### config.mk
export PLATFORM = sky130hd
export DESIGN_NAME = rc4_ctrl
export DESIGN_NICKNAME = d
export VERILOG_FILES = /design/src/rtl/rc4_pkg.sv /design/src/rtl/rc4_ctrl.sv
export SDC_FILE = /design/constraint.sdc
export NUM_CORES = 1
export LEC_CHECK = 0
export CORE_AREA = 2 2 39 41
export CTS_BUF_LIST = sky130_fd_sc_hd__clkbuf_8
export DETAILED_ROUTE_END_ITERATION = 12
export DIE_AREA = 0 0 41 43
export DONT_BUFFER_PORTS = 1
export PLACE_DENSITY_LB_ADDON = 0.15
export SYNTH_ARGS = -nofsm -noshare
export SYNTH_HDL_FRONTEND = slang
export SYNTH_SLANG_ARGS = --single-unit
### constraint.sdc
create_clock -name clk -period 1.35 [get_ports clk]
set_input_delay 0.405 -clock clk [delete_from_list [all_inputs] [get_ports clk]]
set_output_delay 0.405 -clock clk [all_outputs]
set_load 0.01 [all_outputs]
### src/rtl/rc4_pkg.sv
package rc4_pkg;

  // Key store depth and the width of the key byte counter (holds 0..KEY_MAX)
  localparam int unsigned KEY_MAX = 256;
  localparam int unsigned KIDX_W  = $clog2(KEY_MAX);
  localparam int unsigned KCNT_W  = $clog2(KEY_MAX + 1);

  // Input item kinds, carried on in_tuser
  localparam logic OP_KEY  = 1'b0;
  localparam logic OP_DATA = 1'b1;

  // Controller to datapath commands
  typedef struct packed {
    logic key_acc;      // store key byte, bump count
    logic sched_start;  // last key byte: latch length, clear indices
    logic init_wr;      // write S[n] = n
    logic k_rd;         // issue read of S[n] and K[n mod len]
    logic step2;        // update j, issue read of S[j]
    logic k_mode;       // add key byte into j
    logic step3;        // write S[j] = S[i], issue read of S[t]
    logic k_step4;      // write S[n] = old S[j], advance n and key index
    logic d_acc;        // accept keyed data byte, issue read of S[i+1]
    logic d_step4;      // write S[i] = old S[j], form keystream result
    logic sched_done;   // mark keyed, clear indices
    logic pass;         // result is the input byte unchanged
    logic res_cap;      // park result while output is full
    logic out_load;     // load output register
    logic out_from_res; // output register takes the parked result
  } cmd_t;

  typedef struct packed {
    logic keyed;
    logic n_last;
    logic out_free;
  } sts_t;

  typedef struct packed {
    logic [7:0] data;
    logic       last;
    logic       unkeyed;
  } res_t;

endpackage

### src/rtl/rc4_ctrl.sv
module rc4_ctrl (
  input  logic          clk,
  input  logic          rst_n,
  input  logic          in_valid,
  input  logic          in_opcode,
  input  logic          in_last,
  output logic          in_ready,
  output rc4_pkg::cmd_t cmd,
  input  rc4_pkg::sts_t sts
);
  import rc4_pkg::*;

  localparam logic [3:0] S_IDLE = 4'd0;
  localparam logic [3:0] S_INIT = 4'd1;
  localparam logic [3:0] S_K1   = 4'd2;
  localparam logic [3:0] S_K2   = 4'd3;
  localparam logic [3:0] S_K3   = 4'd4;
  localparam logic [3:0] S_K4   = 4'd5;
  localparam logic [3:0] S_D2   = 4'd6;
  localparam logic [3:0] S_D3   = 4'd7;
  localparam logic [3:0] S_D4   = 4'd8;
  localparam logic [3:0] S_PUSH = 4'd9;

  logic [3:0] state_r;
  logic [3:0] state_nxt;
  logic       acc;

  assign in_ready = (state_r == S_IDLE);
  assign acc      = in_valid && in_ready;

  always_comb begin
    state_nxt = state_r;
    cmd       = '0;
    case (state_r)
      S_IDLE: begin
        if (acc) begin
          if (in_opcode == OP_KEY) begin
            cmd.key_acc = 1'b1;
            if (in_last) begin
              cmd.sched_start = 1'b1;
              state_nxt       = S_INIT;
            end
          end else if (!sts.keyed) begin
            cmd.pass = 1'b1;
            if (sts.out_free) begin
              cmd.out_load = 1'b1;
            end else begin
              cmd.res_cap = 1'b1;
              state_nxt   = S_PUSH;
            end
          end else begin
            cmd.d_acc = 1'b1;
            state_nxt = S_D2;
          end
        end
      end
      S_INIT: begin
        cmd.init_wr = 1'b1;
        if (sts.n_last) begin
          state_nxt = S_K1;
        end
      end
      S_K1: begin
        cmd.k_rd  = 1'b1;
        state_nxt = S_K2;
      end
      S_K2: begin
        cmd.step2  = 1'b1;
        cmd.k_mode = 1'b1;
        state_nxt  = S_K3;
      end
      S_K3: begin
        cmd.step3 = 1'b1;
        state_nxt = S_K4;
      end
      S_K4: begin
        cmd.k_step4 = 1'b1;
        if (sts.n_last) begin
          cmd.sched_done = 1'b1;
          state_nxt      = S_IDLE;
        end else begin
          state_nxt = S_K1;
        end
      end
      S_D2: begin
        cmd.step2 = 1'b1;
        state_nxt = S_D3;
      end
      S_D3: begin
        cmd.step3 = 1'b1;
        state_nxt = S_D4;
      end
      S_D4: begin
        cmd.d_step4 = 1'b1;
        state_nxt   = S_IDLE;
        if (sts.out_free) begin
          cmd.out_load = 1'b1;
        end else begin
          cmd.res_cap = 1'b1;
          state_nxt   = S_PUSH;
        end
      end
      S_PUSH: begin
        cmd.out_from_res = 1'b1;
        if (sts.out_free) begin
          cmd.out_load = 1'b1;
          state_nxt    = S_IDLE;
        end
      end
      default: begin
        state_nxt = S_IDLE;
      end
    endcase
  end

  always_ff @(posedge clk) begin
    if (!rst_n) begin
      state_r <= S_IDLE;
    end else begin
      state_r <= state_nxt;
    end
  end

  // Schedule starts only from an accepted last key byte
  a_init_from_key: assert property (@(posedge clk) disable iff (!rst_n)
    (state_r == S_INIT && $past(state_r) != S_INIT)
      |-> $past(acc && in_opcode == OP_KEY && in_last))
    else $error("key schedule entered without last key byte");

  // Keystream write-back follows the S[j] step
  a_d4_order: assert property (@(posedge clk) disable iff (!rst_n)
    (state_r == S_D4) |-> ($past(state_r) == S_D3))
    else $error("data step order broken");

  // A schedule step starts after the table load or after the previous step
  a_k1_entry: assert property (@(posedge clk) disable iff (!rst_n)
    (state_r == S_K1) |-> ($past(state_r) == S_INIT || $past(state_r) == S_K4))
    else $error("schedule step entered out of order");

endmodule

==> run metrics <==
FF-to-FF Start=state_r[0]; Critical Path AT=1.28 ns; FF-to-FF End=state_r[2]; clock slew at reported path FFs=0.03 ns; syn avg cell area=7.55 µm²; failing checks=negative setup slack; Tot GR Track Use=18.9%; FMAX=593 MHz; Slew HR=77.7%; Final Hold Fails=0; root buffer cell=clkbuf_8; status=finished with violations; setup TNS=-3.69 ns; buffers added on ports=0; cts bufs inserted=3; Wirelength per Cell=14.6 µm; min-delay src=sts[1]; Placed Area=649 µm²; # fillers=132; Mapped Nets=70; clk_lat worst skew=0.22 ns; crit-path max cell delay=0.33 ns; grt ovf=0; cell leakage power=0.301 nW; DRT iter0 DRCs=7; crit path buf inv count=0; CP Cell Sequence=nor4_4 > nand2_2 > nor2_4 > o21a_1; Via Count=541; CP required=0.95 ns; Final Cycle Share=125%; antenna violations before repair=0; Top Ports=24; row count=14; commonest non-fill, non-tap cell in the layout=buf_4; Cells after Synth=62; Post-CTS Hold Fix Bufs=0; unrepaired setup endpoints after global routing=true; Finished Cell Area=782 µm²; share of layout cells above drive strength 1=65.9%; cell family with most CP delay=simple AND/OR/NAND/NOR gates; Die Ht=43 µm; drt drc=0; #FFs+latches synth=4; clk buf depth=2; Area growth syn-to-layout=67.1%; DRT Wirelength=1.43 mm; Routed Antenna Nets=0; ys flop type=dfxtp_1; MaxCap Viol Count=0; Slew Viols, Final=0; Ant. Diodes=0; setup ws final=-0.337 ns; placer congestion estimate=0.777; post-synthesis instance area=468 µm²; minimum clock period=1.69 ns; Post-synth EDFFs=0; Seq/Total Area, Yosys=17.1%; CTS tree=built; Ys Warns=0; largest net degree at the start of global routing=10; Reg with most FFs=state_r; Slew @ Worst Pin=0.333 ns; crit path launch type=flip-flop; first-pass GRT wire length=2.21 mm; most frequent cells in the layout=buf_4 (19), o21ai_0 (4); post-synth top area share=17.1%; Synth cell types=32; H-tree levels=1; largest registers=state_r: 4 flops; Starting Density=33.8%; worst min-delay path endpoint=state_r[3]; HP Class=primary input to flip-flop; Worst Setup End Kind=primary output; Hold Path Depth=2; Largest register FFs=4; die area=1760 µm²; Critical-path top delay cell=dfxtp_2; via count of the first global-routing pass=527; PwrDens=2170 nW/µm²; Post-layout nets=92; Critical Path Fanout Max=3; post-synth top area cell=dfxtp_1; Final setup viols=18; Die W=41 µm; reg2reg setup slack=-0.04 ns; hold_ws=0.378 ns; fin util=56.5%; Worst VDD drop=0.982 mV; Num Clock Sinks=4; worst r2r path cells=4; Core ar.=1380 µm²; critical path type=flip-flop to primary output; synth top area cells=dfxtp_1 (17%), nand2b_1 (6.7%), nor3_1 (6.4%); drt pass-1 iters=4; ys async rst share=0%; hpwl dp=1.02 mm; via/cell ratio=5.52; Max Clock Skew=0.00149 ns
[worst max path at each step]
stage,slack [ns],start,endpoint,depth (start not counted)
after floorplan,-0.22,state_r[0],cmd[1],4
after global placement,-0.11,state_r[3],cmd[1],4
after detailed placement,-0.13,state_r[3],cmd[1],4
after CTS,-0.34,state_r[3],cmd[1],4
after global routing,-0.39,state_r[0],cmd[1],4
final,-0.34,state_r[0],cmd[1],4
[area by class of cell]
| type | instances | area [µm²] | area share, % |
|---|---|---|---|
| timing repair buffer | 21 | 165 | 21.1 |
| inverter | 1 | 3.75 | 0.480 |
| tap | 16 | 20.0 | 2.56 |
| sequential | 4 | 87.6 | 11.2 |
| clock buffer | 3 | 41.3 | 5.28 |
| multi-input combinational | 53 | 464 | 59.4 |
[cells by family after synthesis]
kind of cell | share of synthesized area (%)
AOI/OAI and AO/OA | 23.3
xor gates and xnor gates | 1.87
DFF | 17.1
and+or+nand+nor | 50.0
muxes | 2.14
buffers and inverters | 5.61
[worst reg2reg max path: cells and delay by family (launching register included)]
family                 cells  cell delay [ns]
AOI/OAI and AO/OA          1             0.42
DFF                        1             0.34
and+or+nand+nor            1             0.10
buffers and inverters      2             0.40
[stage by stage]
stage	power, mW	std cells	setup slack [ns]
2_1_floorplan	0.910	62	-0.217
3_3_place_gp	1.24	93	-0.105
3_5_place_dp	1.24	93	-0.133
4_1_cts	1.68	99	-0.341
5_1_grt	1.81	98	-0.392
6_report	1.70	98	-0.337
[timing repair]
item                       CTS  global route
pin swaps                    4             1
setup buffers                3             0
resized for setup           16             4
setup endpoints to repair   17            20
[routing by layer]
metal  track usage [%]  share of wire (%)  up-vias
met5                 0                  0        -
met4              11.3                2.7        0
met1              20.6                 41      254
met2              30.9                 52       13
met3              4.19                4.3        4
li1                  -                  -      270
[Yosys cell counts (2+ instances only)]
cell type  number
buf_2           3
nand2b_1        5
and2_1          2
nand2_1         5
a21oi_1         3
nor3_1          6
nor2_1          7
o21ai_0         4
dfxtp_1         4
[where the power goes]
part / internal, mW / total, mW / switching, mW
Combinational: 0.559 / 1.20 / 0.638
Clock: 0.191 / 0.267 / 0.0753
Sequential: 0.173 / 0.236 / 0.0629
Total: 0.923 / 1.70 / 0.777
No activity file was read; power rests on OpenSTA's default activity.
