### config.mk
export PLATFORM = sky130hd
export DESIGN_NAME = rc4_dpath
export DESIGN_NICKNAME = d
export VERILOG_FILES = /design/src/rtl/rc4_pkg.sv /design/src/rtl/rc4_dpath.sv
export SDC_FILE = /design/constraint.sdc
export NUM_CORES = 2
export LEC_CHECK = 0
export ABC_AREA = 0
export BUFFER_PORTS_ARGS = -buffer_cell sky130_fd_sc_hd__buf_2
export CAP_MARGIN = 20
export CORE_UTILIZATION = 33
export DETAILED_ROUTE_END_ITERATION = 7
export GPL_ROUTABILITY_DRIVEN = 0
export PLACE_DENSITY = 0.48
export SLEW_MARGIN = 20
export SYNTH_ARGS = -nofsm -noshare
export SYNTH_HDL_FRONTEND = slang
export SYNTH_SLANG_ARGS = --single-unit
### constraint.sdc
create_clock -name clk -period 26 [get_ports clk]
set_clock_uncertainty 0.15 [all_clocks]
set_input_delay 5.2 -clock clk [delete_from_list [all_inputs] [get_ports clk]]
set_output_delay 5.2 -clock clk [all_outputs]
set_load 0.005 [all_outputs]
### src/rtl/rc4_pkg.sv
package rc4_pkg;

  // Key store depth and the width of the key byte counter (holds 0..KEY_MAX)
  localparam int unsigned KEY_MAX = 256;
  localparam int unsigned KIDX_W  = $clog2(KEY_MAX);
  localparam int unsigned KCNT_W  = $clog2(KEY_MAX + 1);

  // Input item kinds, carried on in_tuser
  localparam logic OP_KEY  = 1'b0;
  localparam logic OP_DATA = 1'b1;

  // Controller to datapath commands
  typedef struct packed {
    logic key_acc;      // store key byte, bump count
    logic sched_start;  // last key byte: latch length, clear indices
    logic init_wr;      // write S[n] = n
    logic k_rd;         // issue read of S[n] and K[n mod len]
    logic step2;        // update j, issue read of S[j]
    logic k_mode;       // add key byte into j
    logic step3;        // write S[j] = S[i], issue read of S[t]
    logic k_step4;      // write S[n] = old S[j], advance n and key index
    logic d_acc;        // accept keyed data byte, issue read of S[i+1]
    logic d_step4;      // write S[i] = old S[j], form keystream result
    logic sched_done;   // mark keyed, clear indices
    logic pass;         // result is the input byte unchanged
    logic res_cap;      // park result while output is full
    logic out_load;     // load output register
    logic out_from_res; // output register takes the parked result
  } cmd_t;

  typedef struct packed {
    logic keyed;
    logic n_last;
    logic out_free;
  } sts_t;

  typedef struct packed {
    logic [7:0] data;
    logic       last;
    logic       unkeyed;
  } res_t;

endpackage

### src/rtl/rc4_dpath.sv
module rc4_dpath (
  input  logic          clk,
  input  logic          rst_n,
  input  rc4_pkg::cmd_t cmd,
  output rc4_pkg::sts_t sts,
  input  logic [7:0]    in_byte,
  input  logic          in_last,
  output logic          out_valid,
  input  logic          out_ready,
  output logic [7:0]    out_byte,
  output logic          out_last,
  output logic          out_unkeyed
);
  import rc4_pkg::*;

  logic [7:0]        perm_mem [256];
  logic [7:0]        key_mem  [KEY_MAX];

  logic [7:0]        perm_rd_r;
  logic [7:0]        key_rd_r;
  logic [7:0]        n_r;
  logic [KIDX_W-1:0] kidx_r;
  logic [KCNT_W-1:0] len_r;
  logic [KCNT_W-1:0] key_len_r;
  logic [7:0]        i_r;
  logic [7:0]        j_r;
  logic [7:0]        si_r;
  logic [7:0]        sj_r;
  logic [7:0]        t_r;
  logic [7:0]        byte_r;
  logic              last_r;
  logic              keyed_r;
  logic              out_valid_r;
  res_t              res_r;
  res_t              out_r;

  logic [7:0]        perm_rd_addr;
  logic              perm_we;
  logic [7:0]        perm_wa;
  logic [7:0]        perm_wd;
  logic [7:0]        j_sum;
  logic [7:0]        t_sum;
  logic [7:0]        ks;
  logic              key_room;
  logic              kidx_wrap;
  res_t              live;

  assign key_room  = (key_len_r != KCNT_W'(KEY_MAX));
  assign kidx_wrap = ((KCNT_W'(kidx_r) + KCNT_W'(1)) >= len_r);
  assign j_sum     = j_r + perm_rd_r + (cmd.k_mode ? key_rd_r : 8'h00);
  assign t_sum     = si_r + perm_rd_r;

  // S[t] was read before S[i] was rewritten: bypass the swapped entries
  assign ks = (t_r == i_r) ? sj_r :
              (t_r == j_r) ? si_r : perm_rd_r;

  always_comb begin
    if (cmd.pass) begin
      live = '{data: in_byte, last: in_last, unkeyed: 1'b1};
    end else begin
      live = '{data: byte_r ^ ks, last: last_r, unkeyed: 1'b0};
    end
  end

  always_comb begin
    perm_rd_addr = n_r;
    if (cmd.d_acc) begin
      perm_rd_addr = i_r + 8'd1;
    end else if (cmd.step2) begin
      perm_rd_addr = j_sum;
    end else if (cmd.step3) begin
      perm_rd_addr = t_sum;
    end
  end

  always_comb begin
    perm_we = 1'b0;
    perm_wa = n_r;
    perm_wd = n_r;
    if (cmd.init_wr) begin
      perm_we = 1'b1;
    end else if (cmd.step3) begin
      perm_we = 1'b1;
      perm_wa = j_r;
      perm_wd = si_r;
    end else if (cmd.k_step4) begin
      perm_we = 1'b1;
      perm_wd = sj_r;
    end else if (cmd.d_step4) begin
      perm_we = 1'b1;
      perm_wa = i_r;
      perm_wd = sj_r;
    end
  end

  always_ff @(posedge clk) begin
    if (perm_we) begin
      perm_mem[perm_wa] <= perm_wd;
    end
    perm_rd_r <= perm_mem[perm_rd_addr];
  end

  always_ff @(posedge clk) begin
    if (cmd.key_acc && key_room) begin
      key_mem[key_len_r[KIDX_W-1:0]] <= in_byte;
    end
    if (cmd.k_rd) begin
      key_rd_r <= key_mem[kidx_r];
    end
  end

  always_ff @(posedge clk) begin
    if (!rst_n) begin
      key_len_r   <= '0;
      len_r       <= KCNT_W'(1);
      n_r         <= '0;
      kidx_r      <= '0;
      i_r         <= '0;
      j_r         <= '0;
      keyed_r     <= 1'b0;
      out_valid_r <= 1'b0;
    end else begin
      if (cmd.sched_start) begin
        len_r     <= key_room ? key_len_r + KCNT_W'(1) : key_len_r;
        key_len_r <= '0;
        n_r       <= '0;
        kidx_r    <= '0;
        i_r       <= '0;
        j_r       <= '0;
      end else if (cmd.key_acc && key_room) begin
        key_len_r <= key_len_r + KCNT_W'(1);
      end
      if (cmd.init_wr || cmd.k_step4) begin
        n_r <= n_r + 8'd1;
      end
      if (cmd.k_step4) begin
        kidx_r <= kidx_wrap ? '0 : kidx_r + KIDX_W'(1);
      end
      if (cmd.step2) begin
        j_r <= j_sum;
      end
      if (cmd.d_acc) begin
        i_r <= i_r + 8'd1;
      end
      // End of message or end of schedule: restart the indices
      if (cmd.sched_done || (cmd.d_step4 && last_r)) begin
        i_r <= '0;
        j_r <= '0;
      end
      if (cmd.sched_done) begin
        keyed_r <= 1'b1;
      end
      if (cmd.out_load) begin
        out_valid_r <= 1'b1;
      end else if (out_ready) begin
        out_valid_r <= 1'b0;
      end
    end
  end

  always_ff @(posedge clk) begin
    if (cmd.step2) begin
      si_r <= perm_rd_r;
    end
    if (cmd.step3) begin
      sj_r <= perm_rd_r;
      t_r  <= t_sum;
    end
    if (cmd.d_acc) begin
      byte_r <= in_byte;
      last_r <= in_last;
    end
    if (cmd.res_cap) begin
      res_r <= live;
    end
    if (cmd.out_load) begin
      out_r <= cmd.out_from_res ? res_r : live;
    end
  end

  assign sts.keyed    = keyed_r;
  assign sts.n_last   = (n_r == 8'hFF);
  assign sts.out_free = !out_valid_r || out_ready;

  assign out_valid   = out_valid_r;
  assign out_byte    = out_r.data;
  assign out_last    = out_r.last;
  assign out_unkeyed = out_r.unkeyed;

  a_key_len_max: assert property (@(posedge clk) disable iff (!rst_n)
    key_len_r <= KCNT_W'(KEY_MAX))
    else $error("key count past key store depth");

  a_sched_done: assert property (@(posedge clk) disable iff (!rst_n)
    cmd.sched_done |=> (keyed_r && i_r == 8'd0 && j_r == 8'd0))
    else $error("indices not cleared after key schedule");

  a_load_free: assert property (@(posedge clk) disable iff (!rst_n)
    cmd.out_load |-> sts.out_free)
    else $error("output overwritten before it was taken");

endmodule

==> metrics.txt <==
Post-CTS Resized=0; Worst-Margin Slew=between 1 and 1.5 ns; port bufs=40; crit path to=perm_rd_r[1]; Post-Place Worst Slack=13.21 ns; number of global-route vias before repair=~94000; fin. max-slew vios=0; Fin. Hold Viols=0; commonest cells after routing, fill and taps aside=edfxtp_1 (4157), nand2_1 (1680), nand3_1 (796); slack of the critical path=14.13 ns; Mapped Nets=about 10000; Initial Util=0.332; Synth Flop Type=edfxtp_1; Pwr per Cell Area=86.0 nW/um^2; CP Launch Type=input pin; Final Core Density=0.374; Post-Syn Instances=between 10000 and 15000; clock sinks=4217; maximum VDD drop=0.0000591 V; reg-to-reg slack, setup=between 15 and 20 ns; Final Cycle Share=0.457; setup TNS=0 ns; Post-Syn Area per Cell=16.5 sq um; Critical Path AT=12.60 ns; postcts setup bufs=0; R2R cell count=19; share of cells above drive strength 1=0.165; area delta synth->final=12.6%; Die Height=721 um; Chip Width=721 um; CP max FO=60; EDFF count, synth=4157; crit path time final=11.87 ns; DIE AREA=519000 sq um; WL per Instance=29.0 um; max cap viols=0; Placed Area=178000 sq um; DRT Wirelength=509000 um; Leakage Power=59.8 nW; first-pass GRT wire length=722000 um; Hold WC Path Type=reg2reg; TritonCTS clock tree=done; reg-to-reg endpoint=perm_rd_r[1]; Reg clk slew, reported paths=0.06 ns; commonest non-fill, non-tap cell in the layout=edfxtp_1; crit path from=cmd[9]; dpl hpwl=300000 um; Initial DRT Pass Iterations=6; final instance area=192000 sq um; GRT Total Usage=0.191; Crit. End Element=flip-flop; Ys Warns=0; Yosys cell types=89; outcome=finished clean; row count=263; post-route ant nets=0; clock root buffer=clkbuf_16; Critical R2R Launch=perm_rd_r[2]; critical path type=in2reg; grt total ovfl=0; final setup fails=0; RSZ-0062 raised after global routing=false; Synth Cell Area=170000 sq um; Vias per Instance=5.37; cts hold-fix bufs=0; drt initial violations=10100; clk buf depth=4; routed via count=94200; Critical Path RT=26.73 ns; pin count of the biggest net entering global routing=161; CTS Buf Count=429; Async SR Flop Fraction=0; maximum clock rate=roughly 0.084 GHz; clk_lat worst skew=1.00 ns; residual DRC count=0; fraction of the yosys area taken by sequential cells=0.740; Final #Nets=roughly 10000; WHS=approximately 0.32 ns; Slew headroom=0.196; Synth Register Bits=4217; worst min-delay path startpoint=keyed_r; H-tree lvl count=5; number of antenna violations at the first check in global routing=16; I/O pins=41; Core Footprint=514000 sq um
## cell type report
class                   count  area (sq um)
multi-input cells        5339         41300
repair buffers            245          2180
well taps                6890          8620
clock inverters           256          2170
diodes                      5          12.5
fillers                 47500        322000
clock buffers             525         11400
inverters                  65           246
flip-flops and latches   4217        126000
## metrics by stage
stage	power, W	instances
3_3_place_gp	0.0105	16700
3_5_place_dp	0.0106	16800
6_report	0.0165	17500
2_1_floorplan	0.00951	10300
5_1_grt	0.0170	17500
4_1_cts	0.0166	17500
## kinds of logic (layout without fill, tap and decap cells)
kind of cell | count (synthesis) | count (layout) | synth area share
adder cells (fa/ha/maj) | 38 | 38 | 0.00319
buffers and inverters | 756 | 1091 | 0.0209
XOR/XNOR | 59 | 59 | 0.00303
multiplexers | 977 | 977 | 0.111
AO/OA/AOI/OAI | 865 | 865 | 0.0375
flip-flops | 4217 | 4217 | 0.740
other | 0 | 5 | 0
AND/OR/NAND/NOR | 3400 | 3400 | 0.0852
## critical path, stage by stage
cell and delay (ns):
buf_2 0.16, nand2_1 0.11, fa_1 0.54, inv_1 0.08, ha_1 0.28, a21o_1 0.22
a2111o_1 0.46, o221ai_4 0.07, buf_4 0.38, or2_4 0.65, buf_4 0.73, buf_4 0.64
buf_4 0.47, buf_4 0.56, a311oi_1 0.11, a311oi_1 0.34, a311oi_1 0.09, o31ai_1 0.68
a2bb2o_1 0.34, a211o_1 0.26
## report_power, final
group / total, W / internal [W] / switching (W)
clock network: 0.00607 / 0.00343 / 0.00265
logic: 0.00273 / 0.000767 / 0.00197
registers: 0.00769 / 0.00763 / 0.0000606
total: 0.0165 / 0.0118 / 0.00467
## metal layers
layer | vias to the layer above | wire [um] | global-route usage
li1 | 40300 | - | -
met5 | - | 0 | 0
met4 | 0 | 17200 | 0.0600
met1 | 49800 | 217000 | 0.262
met2 | 3284 | 245000 | 0.315
met3 | 738 | 30000 | 0.0252
## state kept, by name (all words and copies together), names as in the netlist, 9 cells and up
signal     flops
key_mem     2048
key_len_r      9
perm_mem    2048
res_r         10
len_r          9
## synthesized netlist by cell type, drive strengths merged, types with 25 or more instances
cell type,count,share of area
a221o,38,0.0022
xor2,25,0.0013
dfxtp,60,0.0070
and3,125,0.0046
buf,450,0.014
mux2i,164,0.0097
a211oi,47,0.0021
a311oi,198,0.010
nor3,60,0.0018
nor2,602,0.013
mux2,99,0.0066
a21oi,180,0.0054
o21ai,69,0.0020
xnor2,34,0.0017
inv,65,0.0014
a221oi,43,0.0022
o22ai,43,0.0016
nand3,804,0.024
nand2,1684,0.037
clkbuf,241,0.0053
mux4,714,0.094
a31oi,48,0.0018
edfxtp,4157,0.73
ha,29,0.0021
## worst min-delay path by stage
stage                     slack, ns  depth (start not counted)       to
after detailed placement       0.31                          1  keyed_r
after floorplan                0.29                          1  keyed_r
after global placement         0.29                          1  keyed_r
after CTS                      0.32                          1  keyed_r
final                          0.32                          1  keyed_r
after global routing           0.35                          1  keyed_r
Note: power is estimated with default switching activity, not from simulation.
